==> config.mk <==
export PLATFORM = sky130hd
export DESIGN_NAME = weighted_window_hessian
export DESIGN_NICKNAME = d
export VERILOG_FILES = /design/src/hw/rtl/wwh_pkg.sv /design/src/hw/rtl/weighted_window_hessian.sv /design/src/hw/rtl/wwh_ctrl.sv /design/src/hw/rtl/wwh_datapath.sv
export SDC_FILE = /design/constraint.sdc
export NUM_CORES = 2
export LEC_CHECK = 0
export BUFFER_PORTS_ARGS = -buffer_cell sky130_fd_sc_hd__buf_4
export CAP_MARGIN = 20
export CORE_ASPECT_RATIO = 2
export CORE_MARGIN = 2
export CORE_UTILIZATION = 72
export DETAILED_ROUTE_END_ITERATION = 8
export GPL_TIMING_DRIVEN = 0
export PLACE_DENSITY = 0.95
export SYNTH_ARGS = -nofsm -noshare
export SYNTH_HDL_FRONTEND = slang
export SYNTH_SLANG_ARGS = --single-unit
==> constraint.sdc <==
create_clock -name clk_i -period 25.9 [get_ports clk_i]
set_input_delay 0 -clock clk_i [delete_from_list [all_inputs] [get_ports clk_i]]
set_output_delay 0 -clock clk_i [all_outputs]
set_load 0.03 [all_outputs]
==> src/hw/rtl/wwh_pkg.sv <==
`default_nettype none
// ----------------------------------------------------------------------------
// wwh_pkg: shared types and constants of the weighted window Hessian
// Holds the per-sample coefficient tables, the sequencer states and the
// command bundle that the controller sends to the datapath.
// ----------------------------------------------------------------------------
package wwh_pkg;

  localparam int unsigned SAMPLE_BITS_DEF = 24;
  localparam int unsigned WEIGHT_BITS     = 16;
  localparam int unsigned COEF_BITS       = 16;
  localparam int unsigned WIN_SIZE        = 25;
  localparam int unsigned CNT_BITS        = 5;
  localparam int unsigned DXX_BITS        = 27;
  localparam int unsigned DXY_BITS        = 25;
  localparam int          DXX_LIM         = 33554432;
  localparam int          DXY_LIM         = 8388608;
  // Headroom of the accumulators above the sample width.
  localparam int unsigned ACC_EXTRA       = 19;

  localparam logic [CNT_BITS-1:0] CNT_MAX  = '1;
  localparam logic [CNT_BITS-1:0] CNT_FULL = CNT_BITS'(WIN_SIZE);

  typedef logic signed [COEF_BITS-1:0] coef_t;

  // The weighted 3x3 sums are linear in the samples, so each window position
  // carries one folded coefficient per Hessian entry (row-major order).
  localparam coef_t KXX [WIN_SIZE] = '{
    16'sd0,     16'sd0,     16'sd0,      16'sd0,     16'sd0,
    16'sd2943,  16'sd2116,  -16'sd10118, 16'sd2116,  16'sd2943,
    16'sd8002,  16'sd5747,  -16'sd27498, 16'sd5747,  16'sd8002,
    16'sd2943,  16'sd2116,  -16'sd10118, 16'sd2116,  16'sd2943,
    16'sd0,     16'sd0,     16'sd0,      16'sd0,     16'sd0
  };

  localparam coef_t KYY [WIN_SIZE] = '{
    16'sd0,     16'sd2943,   16'sd8002,   16'sd2943,   16'sd0,
    16'sd0,     16'sd2116,   16'sd5747,   16'sd2116,   16'sd0,
    16'sd0,     -16'sd10118, -16'sd27498, -16'sd10118, 16'sd0,
    16'sd0,     16'sd2116,   16'sd5747,   16'sd2116,   16'sd0,
    16'sd0,     16'sd2943,   16'sd8002,   16'sd2943,   16'sd0
  };

  localparam coef_t KXY [WIN_SIZE] = '{
    16'sd2943,  16'sd8002,   16'sd0, -16'sd8002,  -16'sd2943,
    16'sd8002,  16'sd21751,  16'sd0, -16'sd21751, -16'sd8002,
    16'sd0,     16'sd0,      16'sd0, 16'sd0,      16'sd0,
    -16'sd8002, -16'sd21751, 16'sd0, 16'sd21751,  16'sd8002,
    -16'sd2943, -16'sd8002,  16'sd0, 16'sd8002,   16'sd2943
  };

  typedef enum logic [1:0] {
    ST_ACCUM,
    ST_DRAIN,
    ST_FINISH
  } wwh_state_e;

  typedef struct packed {
    logic                capture;   // multiply the incoming sample
    logic [CNT_BITS-1:0] coef_idx;  // window position of that sample
    logic                coef_zero; // position lies beyond the window
    logic                accum;     // add the product registers
    logic                finish;    // load the result, restart the sums
    logic                err;       // the window had the wrong length
  } wwh_cmd_t;

endpackage
`default_nettype wire

==> src/hw/rtl/weighted_window_hessian.sv <==
`default_nettype none
// ----------------------------------------------------------------------------
// weighted_window_hessian: Gaussian-weighted Hessian of a 5x5 sample window
// Streams in a 5x5 window of signed fixed-point samples and returns the
// negated, saturated Hessian entries at the window centre.
// ----------------------------------------------------------------------------
// The block takes the 25 samples of a window in row-major order, one word per
// cycle while s_axis_tready_o is high, with tlast on the final sample. Since
// the weighted 3x3 finite differences are linear in the samples, every sample
// is multiplied as it arrives by three folded coefficients (one each for xx,
// yy and xy) and added into three accumulators; no window store is kept.
// Once the last sample has passed the product registers and been added into
// the accumulators, the result is loaded into the output register; from the
// last sample until that load the input is not ready. Further samples are
// taken while a result waits on the output; a following window's result waits
// in turn until the previous one is taken. Outputs are negated, rounded to
// nearest (ties upward before negation) and saturated to plus or minus 2^25
// (xx, yy) and 2^23 (xy, already divided by four). A window that closes at
// other than 25 samples gives a word with the error flag set and zero data.
// ----------------------------------------------------------------------------
module weighted_window_hessian #(
  parameter int unsigned SAMPLE_BITS = wwh_pkg::SAMPLE_BITS_DEF,
  localparam int unsigned S_TDATA_BITS = ((SAMPLE_BITS + 7) / 8) * 8,
  localparam int unsigned M_TDATA_BITS =
    ((2 * wwh_pkg::DXX_BITS + wwh_pkg::DXY_BITS + 7) / 8) * 8
) (
  input  wire logic                    clk_i,
  input  wire logic                    rst_ni,
  // Slave side: tdata holds sample_value in the low bits, upper bits unused.
  input  wire logic                    s_axis_tvalid_i,
  output logic                         s_axis_tready_o,
  input  wire logic [S_TDATA_BITS-1:0] s_axis_tdata_i,
  input  wire logic                    s_axis_tlast_i,   // window_last
  // Master side: tdata holds neg_dxx, neg_dxy, neg_dyy from bit 0 up, then zero.
  output logic                         m_axis_tvalid_o,
  input  wire logic                    m_axis_tready_i,
  output logic [M_TDATA_BITS-1:0]      m_axis_tdata_o,
  output logic                         m_axis_tuser_o    // window_error
);
  import wwh_pkg::*;

  wwh_cmd_t            cmd;
  logic [DXX_BITS-1:0] neg_dxx, neg_dyy;
  logic [DXY_BITS-1:0] neg_dxy;

  wwh_ctrl u_ctrl (
    .clk_i      (clk_i),
    .rst_ni     (rst_ni),
    .s_tvalid_i (s_axis_tvalid_i),
    .s_tlast_i  (s_axis_tlast_i),
    .s_tready_o (s_axis_tready_o),
    .m_tvalid_o (m_axis_tvalid_o),
    .m_tready_i (m_axis_tready_i),
    .cmd_o      (cmd)
  );

  wwh_datapath #(
    .SAMPLE_BITS (SAMPLE_BITS)
  ) u_datapath (
    .clk_i          (clk_i),
    .rst_ni         (rst_ni),
    .sample_i       ($signed(s_axis_tdata_i[SAMPLE_BITS-1:0])),
    .cmd_i          (cmd),
    .neg_dxx_o      (neg_dxx),
    .neg_dxy_o      (neg_dxy),
    .neg_dyy_o      (neg_dyy),
    .window_error_o (m_axis_tuser_o)
  );

  assign m_axis_tdata_o = M_TDATA_BITS'({neg_dyy, neg_dxy, neg_dxx});

endmodule
`default_nettype wire

==> src/hw/rtl/wwh_ctrl.sv <==
`default_nettype none
// ----------------------------------------------------------------------------
// wwh_ctrl: window sequencer
// Counts samples, checks the window length and steps the datapath through
// multiply, accumulate and result load; owns the output valid flag.
// ----------------------------------------------------------------------------
module wwh_ctrl (
  input  wire logic              clk_i,
  input  wire logic              rst_ni,
  input  wire logic              s_tvalid_i,
  input  wire logic              s_tlast_i,
  output logic                   s_tready_o,
  output logic                   m_tvalid_o,
  input  wire logic              m_tready_i,
  output wwh_pkg::wwh_cmd_t      cmd_o
);
  import wwh_pkg::*;

  wwh_state_e          state_q, state_d;
  logic [CNT_BITS-1:0] cnt_q, cnt_d, cnt_inc;
  logic                err_q, err_d;
  logic                pend_q, pend_d;
  logic                out_vld_q, out_vld_d;
  logic                take;

  always_ff @(posedge clk_i or negedge rst_ni) begin
    if (!rst_ni) begin
      state_q   <= ST_ACCUM;
      cnt_q     <= '0;
      err_q     <= 1'b0;
      pend_q    <= 1'b0;
      out_vld_q <= 1'b0;
    end else begin
      state_q   <= state_d;
      cnt_q     <= cnt_d;
      err_q     <= err_d;
      pend_q    <= pend_d;
      out_vld_q <= out_vld_d;
    end
  end

  assign cnt_inc = (cnt_q == CNT_MAX) ? cnt_q : cnt_q + 1'b1;

  always_comb begin
    state_d         = state_q;
    cnt_d           = cnt_q;
    err_d           = err_q;
    s_tready_o      = 1'b0;
    take            = 1'b0;
    cmd_o.capture   = 1'b0;
    cmd_o.coef_idx  = cnt_q;
    cmd_o.coef_zero = (cnt_q >= CNT_FULL);
    cmd_o.accum     = pend_q;
    cmd_o.finish    = 1'b0;
    cmd_o.err       = err_q;
    unique case (state_q)
      ST_ACCUM: begin
        s_tready_o    = 1'b1;
        take          = s_tvalid_i;
        cmd_o.capture = take;
        if (take) begin
          cnt_d = cnt_inc;
          if (s_tlast_i) begin
            err_d   = (cnt_inc != CNT_FULL);
            cnt_d   = '0;
            state_d = ST_DRAIN;
          end
        end
      end
      ST_DRAIN: begin
        state_d = ST_FINISH;
      end
      ST_FINISH: begin
        if (!out_vld_q || m_tready_i) begin
          cmd_o.finish = 1'b1;
          state_d      = ST_ACCUM;
        end
      end
      default: begin
        state_d = ST_ACCUM;
      end
    endcase
  end

  assign pend_d     = take;
  assign out_vld_d  = cmd_o.finish | (out_vld_q & ~m_tready_i);
  assign m_tvalid_o = out_vld_q;

  // A new result never overwrites one that is still waiting.
  a_no_overwrite: assert property (@(posedge clk_i) disable iff (!rst_ni)
    cmd_o.finish |-> (!out_vld_q || m_tready_i))
    else $error("result loaded over a pending result");

  // The last product is added before the result is formed.
  a_accum_before_finish: assert property (@(posedge clk_i) disable iff (!rst_ni)
    !(cmd_o.accum && cmd_o.finish))
    else $error("accumulate and finish in the same cycle");

  // The count restarts once a window has closed.
  a_count_cleared: assert property (@(posedge clk_i) disable iff (!rst_ni)
    (state_q != ST_ACCUM) |-> (cnt_q == '0))
    else $error("sample count not cleared after window close");

  // Output valid only rises after a result load.
  a_valid_from_finish: assert property (@(posedge clk_i) disable iff (!rst_ni)
    $rose(out_vld_q) |-> $past(cmd_o.finish))
    else $error("output valid without a result load");

endmodule
`default_nettype wire

==> src/hw/rtl/wwh_datapath.sv <==
`default_nettype none
// ----------------------------------------------------------------------------
// wwh_datapath: multiply-accumulate datapath
// Three coefficient multipliers feed three accumulators; the result stage
// scales, negates and saturates the sums into the output register (zeros on error).
// ----------------------------------------------------------------------------
module wwh_datapath #(
  parameter int unsigned SAMPLE_BITS = wwh_pkg::SAMPLE_BITS_DEF
) (
  input  wire logic                          clk_i,
  input  wire logic                          rst_ni,
  input  wire logic signed [SAMPLE_BITS-1:0] sample_i,
  input  wire wwh_pkg::wwh_cmd_t             cmd_i,
  output logic [wwh_pkg::DXX_BITS-1:0]       neg_dxx_o,
  output logic [wwh_pkg::DXY_BITS-1:0]       neg_dxy_o,
  output logic [wwh_pkg::DXX_BITS-1:0]       neg_dyy_o,
  output logic                               window_error_o
);
  import wwh_pkg::*;

  localparam int unsigned PROD_BITS = SAMPLE_BITS + COEF_BITS;
  localparam int unsigned ACC_BITS  = SAMPLE_BITS + ACC_EXTRA;
  localparam int unsigned SH_BITS   = ACC_BITS - WEIGHT_BITS + 1;
  localparam int unsigned CMP_BITS  = (SH_BITS > DXX_BITS + 1) ? SH_BITS : DXX_BITS + 1;

  // Starting the sums at half an output step makes the final shift round.
  localparam logic signed [ACC_BITS-1:0] RND_XX = ACC_BITS'(1 << (WEIGHT_BITS - 1));
  localparam logic signed [ACC_BITS-1:0] RND_XY = ACC_BITS'(1 << (WEIGHT_BITS + 1));
  localparam logic signed [CMP_BITS-1:0] XX_LIM = CMP_BITS'(DXX_LIM);
  localparam logic signed [CMP_BITS-1:0] XY_LIM = CMP_BITS'(DXY_LIM);

  coef_t                       cxx, cyy, cxy;
  logic signed [PROD_BITS-1:0] pxx_q, pyy_q, pxy_q;
  logic signed [ACC_BITS-1:0]  axx_q, ayy_q, axy_q, axx_d, ayy_d, axy_d;
  logic signed [CMP_BITS-1:0]  nxx, nyy, nxy, sxx, syy, sxy;
  logic [DXX_BITS-1:0]         oxx_q, oyy_q;
  logic [DXY_BITS-1:0]         oxy_q;
  logic                        oerr_q;

  always_comb begin
    if (cmd_i.coef_zero) begin
      cxx = '0;
      cyy = '0;
      cxy = '0;
    end else begin
      cxx = KXX[cmd_i.coef_idx];
      cyy = KYY[cmd_i.coef_idx];
      cxy = KXY[cmd_i.coef_idx];
    end
  end

  always_ff @(posedge clk_i) begin
    if (cmd_i.capture) begin
      pxx_q <= sample_i * cxx;
      pyy_q <= sample_i * cyy;
      pxy_q <= sample_i * cxy;
    end
  end

  always_comb begin
    axx_d = axx_q;
    ayy_d = ayy_q;
    axy_d = axy_q;
    if (cmd_i.finish) begin
      axx_d = RND_XX;
      ayy_d = RND_XX;
      axy_d = RND_XY;
    end else if (cmd_i.accum) begin
      axx_d = axx_q + ACC_BITS'(pxx_q);
      ayy_d = ayy_q + ACC_BITS'(pyy_q);
      axy_d = axy_q + ACC_BITS'(pxy_q);
    end
  end

  always_ff @(posedge clk_i or negedge rst_ni) begin
    if (!rst_ni) begin
      axx_q <= RND_XX;
      ayy_q <= RND_XX;
      axy_q <= RND_XY;
    end else begin
      axx_q <= axx_d;
      ayy_q <= ayy_d;
      axy_q <= axy_d;
    end
  end

  assign nxx = -(CMP_BITS'(axx_q >>> WEIGHT_BITS));
  assign nyy = -(CMP_BITS'(ayy_q >>> WEIGHT_BITS));
  assign nxy = -(CMP_BITS'(axy_q >>> (WEIGHT_BITS + 2)));

  always_comb begin
    sxx = nxx;
    if (nxx > XX_LIM) begin
      sxx = XX_LIM;
    end else if (nxx < -XX_LIM) begin
      sxx = -XX_LIM;
    end
    syy = nyy;
    if (nyy > XX_LIM) begin
      syy = XX_LIM;
    end else if (nyy < -XX_LIM) begin
      syy = -XX_LIM;
    end
    sxy = nxy;
    if (nxy > XY_LIM) begin
      sxy = XY_LIM;
    end else if (nxy < -XY_LIM) begin
      sxy = -XY_LIM;
    end
  end

  always_ff @(posedge clk_i) begin
    if (cmd_i.finish) begin
      oerr_q <= cmd_i.err;
      if (cmd_i.err) begin
        oxx_q <= '0;
        oyy_q <= '0;
        oxy_q <= '0;
      end else begin
        oxx_q <= sxx[DXX_BITS-1:0];
        oyy_q <= syy[DXX_BITS-1:0];
        oxy_q <= sxy[DXY_BITS-1:0];
      end
    end
  end

  assign neg_dxx_o      = oxx_q;
  assign neg_dyy_o      = oyy_q;
  assign neg_dxy_o      = oxy_q;
  assign window_error_o = oerr_q;

endmodule
`default_nettype wire
==> flow_metrics.tcl <==
set metrics [dict create \
    ios 112 \
    synthArstFlopShare 0.4100 \
    wl_per_cell_um 28.94 \
    routed_wl_um 231800 \
    cts_buffers 27 \
    hold_viol 0 \
    max-cap-violations 1 \
    ys_types 86 \
    antenna_found_initial 40 \
    die_y_um 416.3 \
    worstPathArrival_ns 12.48 \
    period_minus_slack_ns 12.18 \
    slowest_delay_ns 1.35 \
    synth-edff-count 200 \
    drt_iter0_drc 6140 \
    syn_area_mm2 0.06121 \
    crit_required_ns 26.20 \
    cts.path.max_buffers 3 \
    cp_slowest_cell "a211oi_2" \
    regArea_mm2 0.009488 \
    drv_slew 7 \
    final_cell_mix "inv_1, fa_1, nand2_1, ha_1, nor2_1" \
    hpwl_um 182000 \
    die_w_um 210.2 \
    row_count 151 \
    cp_max_fo 10 \
    final_common_cell "inv_1" \
    synth_area_leaders "fa_1, edfxtp_1, ha_1, inv_1, dfrtp_1" \
    final_antenna_net_count 0 \
    setup.worst_path.start_class "flop" \
    setup_viol 0 \
    io_buffer_count 88 \
    vias_per_cell 6.637 \
    grt.total_usage 0.5504 \
    violations "DRC, capacitance limit, slew limit" \
    synth.yosys.seq_area_share 0.1550 \
    fin_skew_ns 0.02362 \
    grt_pass1_wl_um 346900 \
    areaGrowthSynthToFinish_pct 6.429 \
    syn_inst 6699 \
    clkTransAtPathRegs_ns 0.08 \
    place_congestion 1.107 \
    multi_input_area_mm2 0.04538 \
    cts.sinks 339 \
    cts-htree-levels 1 \
    grt_pass1_vias 57120 \
    cp-end-kind "flop" \
    hold_buffers 5 \
    path_class "reg -> reg" \
    grt-ovfl-total 0 \
    vias 53150 \
    post_cts_resized 0 \
    nFillCells 5654 \
    grt_max_degree 91 \
    min-delay-path-class "in -> reg" \
    layout-drive-gt1-share 0.03739 \
    first_pass_iters 9 \
    slew_headroom -0.1204 \
    tightest_slew_ns 1.677 \
    netlist.area_leader.share 0.3503 \
    post_cts_buffers 0 \
    core-area_mm2 0.08445 \
    ys_warn_count 0 \
    start_util 0.7247 \
    fin_nets 8459 \
    syn-num-nets 8278 \
    tritoncts "yes" \
    period_share 0.4704 \
    ys.flop_type "edfxtp_1" \
    dieArea_mm2 0.08750 \
    rsz0062_at_grt "false" \
    route.detailed.drc 1 \
    fmax_ghz 0.08209 \
    tns_ns 0 \
    worstSkewPairLatency_ns 0.61 \
    ys_ff_latch 339 \
    cts-root-buf "clkbuf_16" \
    status "finished with violations" \
    yosysTopAreaCell "fa_1" \
    avgSynthCellArea_um2 9.137 \
]
==> Yosys cell counts, drive strengths merged, types with 88 or more instances <==
master,instances
xnor2,195
dfrtp,136
nor2b,88
ha,479
nand2,687
nor2,408
o21ai,161
edfxtp,200
fa,1071
and2,348
inv,1409
clkbuf,254
a21oi,260
a21o,129
==> per-stage QoR <==
step / utilization / hold WS [ns] / setup slack, ns / area (µm²) / std cells
floorplan: - / -0.2956 / 17.55 / 61210 / 6699
global placement: 0.7484 / 0.2559 / 14.04 / 63210 / 7858
detailed placement: 0.7542 / 0.02661 / 14.31 / 63690 / 7885
CTS: 0.7648 / 0.0002101 / 14.25 / 64590 / 7939
global route: 0.7705 / 0.05899 / 13.48 / 65070 / 7980
finish: 0.7713 / 0.03934 / 13.72 / 65140 / 8009
==> path summary, 6_finish.rpt <==
path / startpoint / endpoint / slack, ns / depth (start not counted)
worst min-delay path: s_axis_tvalid_i / u_ctrl.cnt_q[3] / 0.04 / 4
min in group asynchronous: rst_ni / u_datapath.axy_q[38] / 0.47 / 3
worst max-delay path: u_ctrl.cnt_q[0] / u_datapath.pxy_q[39] / 13.72 / 31
worst min register to register: u_ctrl.state_q[0] / u_ctrl.state_q[1] / 0.53 / 2
worst max register to register: u_ctrl.cnt_q[0] / u_datapath.pxy_q[39] / 13.72 / 31
max in group asynchronous: rst_ni / u_datapath.axx_q[30] / 23.84 / 4
==> worst max-delay path: cells and delay by family (launching register included) <==
kind,cells,cell delay (ns)
AOI/OAI and AO/OA,9,3.93
xor gates and xnor gates,1,0.39
adders and majority gates,8,3.96
buffers and inverters,8,1.84
DFF,1,0.53
and+or+nand+nor,5,1.22
==> area by class of cell <==
type	instances	share of cell area
sequential	339	0.1457
tap	1071	0.02057
inverter	1411	0.08138
timing repair buffer	152	0.02464
multi-input combinational	4671	0.6967
clock buffer	32	0.01066
clock inverter	17	0.002305
antenna	38	0.001460
buffer	278	0.01667
==> state kept, by name, summed over array words and instances, names as in the netlist <==
| name | flops |
|---|---|
| u_datapath.axx_q | 43 |
| u_datapath.ayy_q | 43 |
| u_datapath.pyy_q | 40 |
| u_ctrl.m_tvalid_o | 1 |
| u_datapath.window_error_o | 1 |
| u_datapath.neg_dxy_o | 25 |
| u_datapath.neg_dxx_o | 27 |
| u_datapath.pxy_q | 40 |
| u_ctrl.pend_q | 1 |
| u_ctrl.err_q | 1 |
| u_ctrl.state_q | 2 |
| u_datapath.pxx_q | 40 |
| u_datapath.axy_q | 43 |
| u_ctrl.cnt_q | 5 |
| u_datapath.neg_dyy_o | 27 |
==> routing by layer <==
layer / track usage / share of wire
met1: 0.5213 / 0.28
met4: 0.6084 / 0.15
met2: 0.8615 / 0.46
met5: 0.001696 / 0.00022
met3: 0.2113 / 0.11
==> logic make-up after synthesis <==
| group | synth area share |
|---|---|
| AND/OR/NAND/NOR | 0.1485 |
| AO/OA/AOI/OAI | 0.09048 |
| XOR/XNOR | 0.04021 |
| multiplexers | 0.01347 |
| other | 0.00006127 |
| buffers and inverters | 0.1041 |
| flip-flops | 0.1550 |
| adder cells (fa/ha/maj) | 0.4482 |
Power is left out: the tool's default activity adds up to more than one toggle a clock period on the data nets, which glitch-free logic cannot reach.
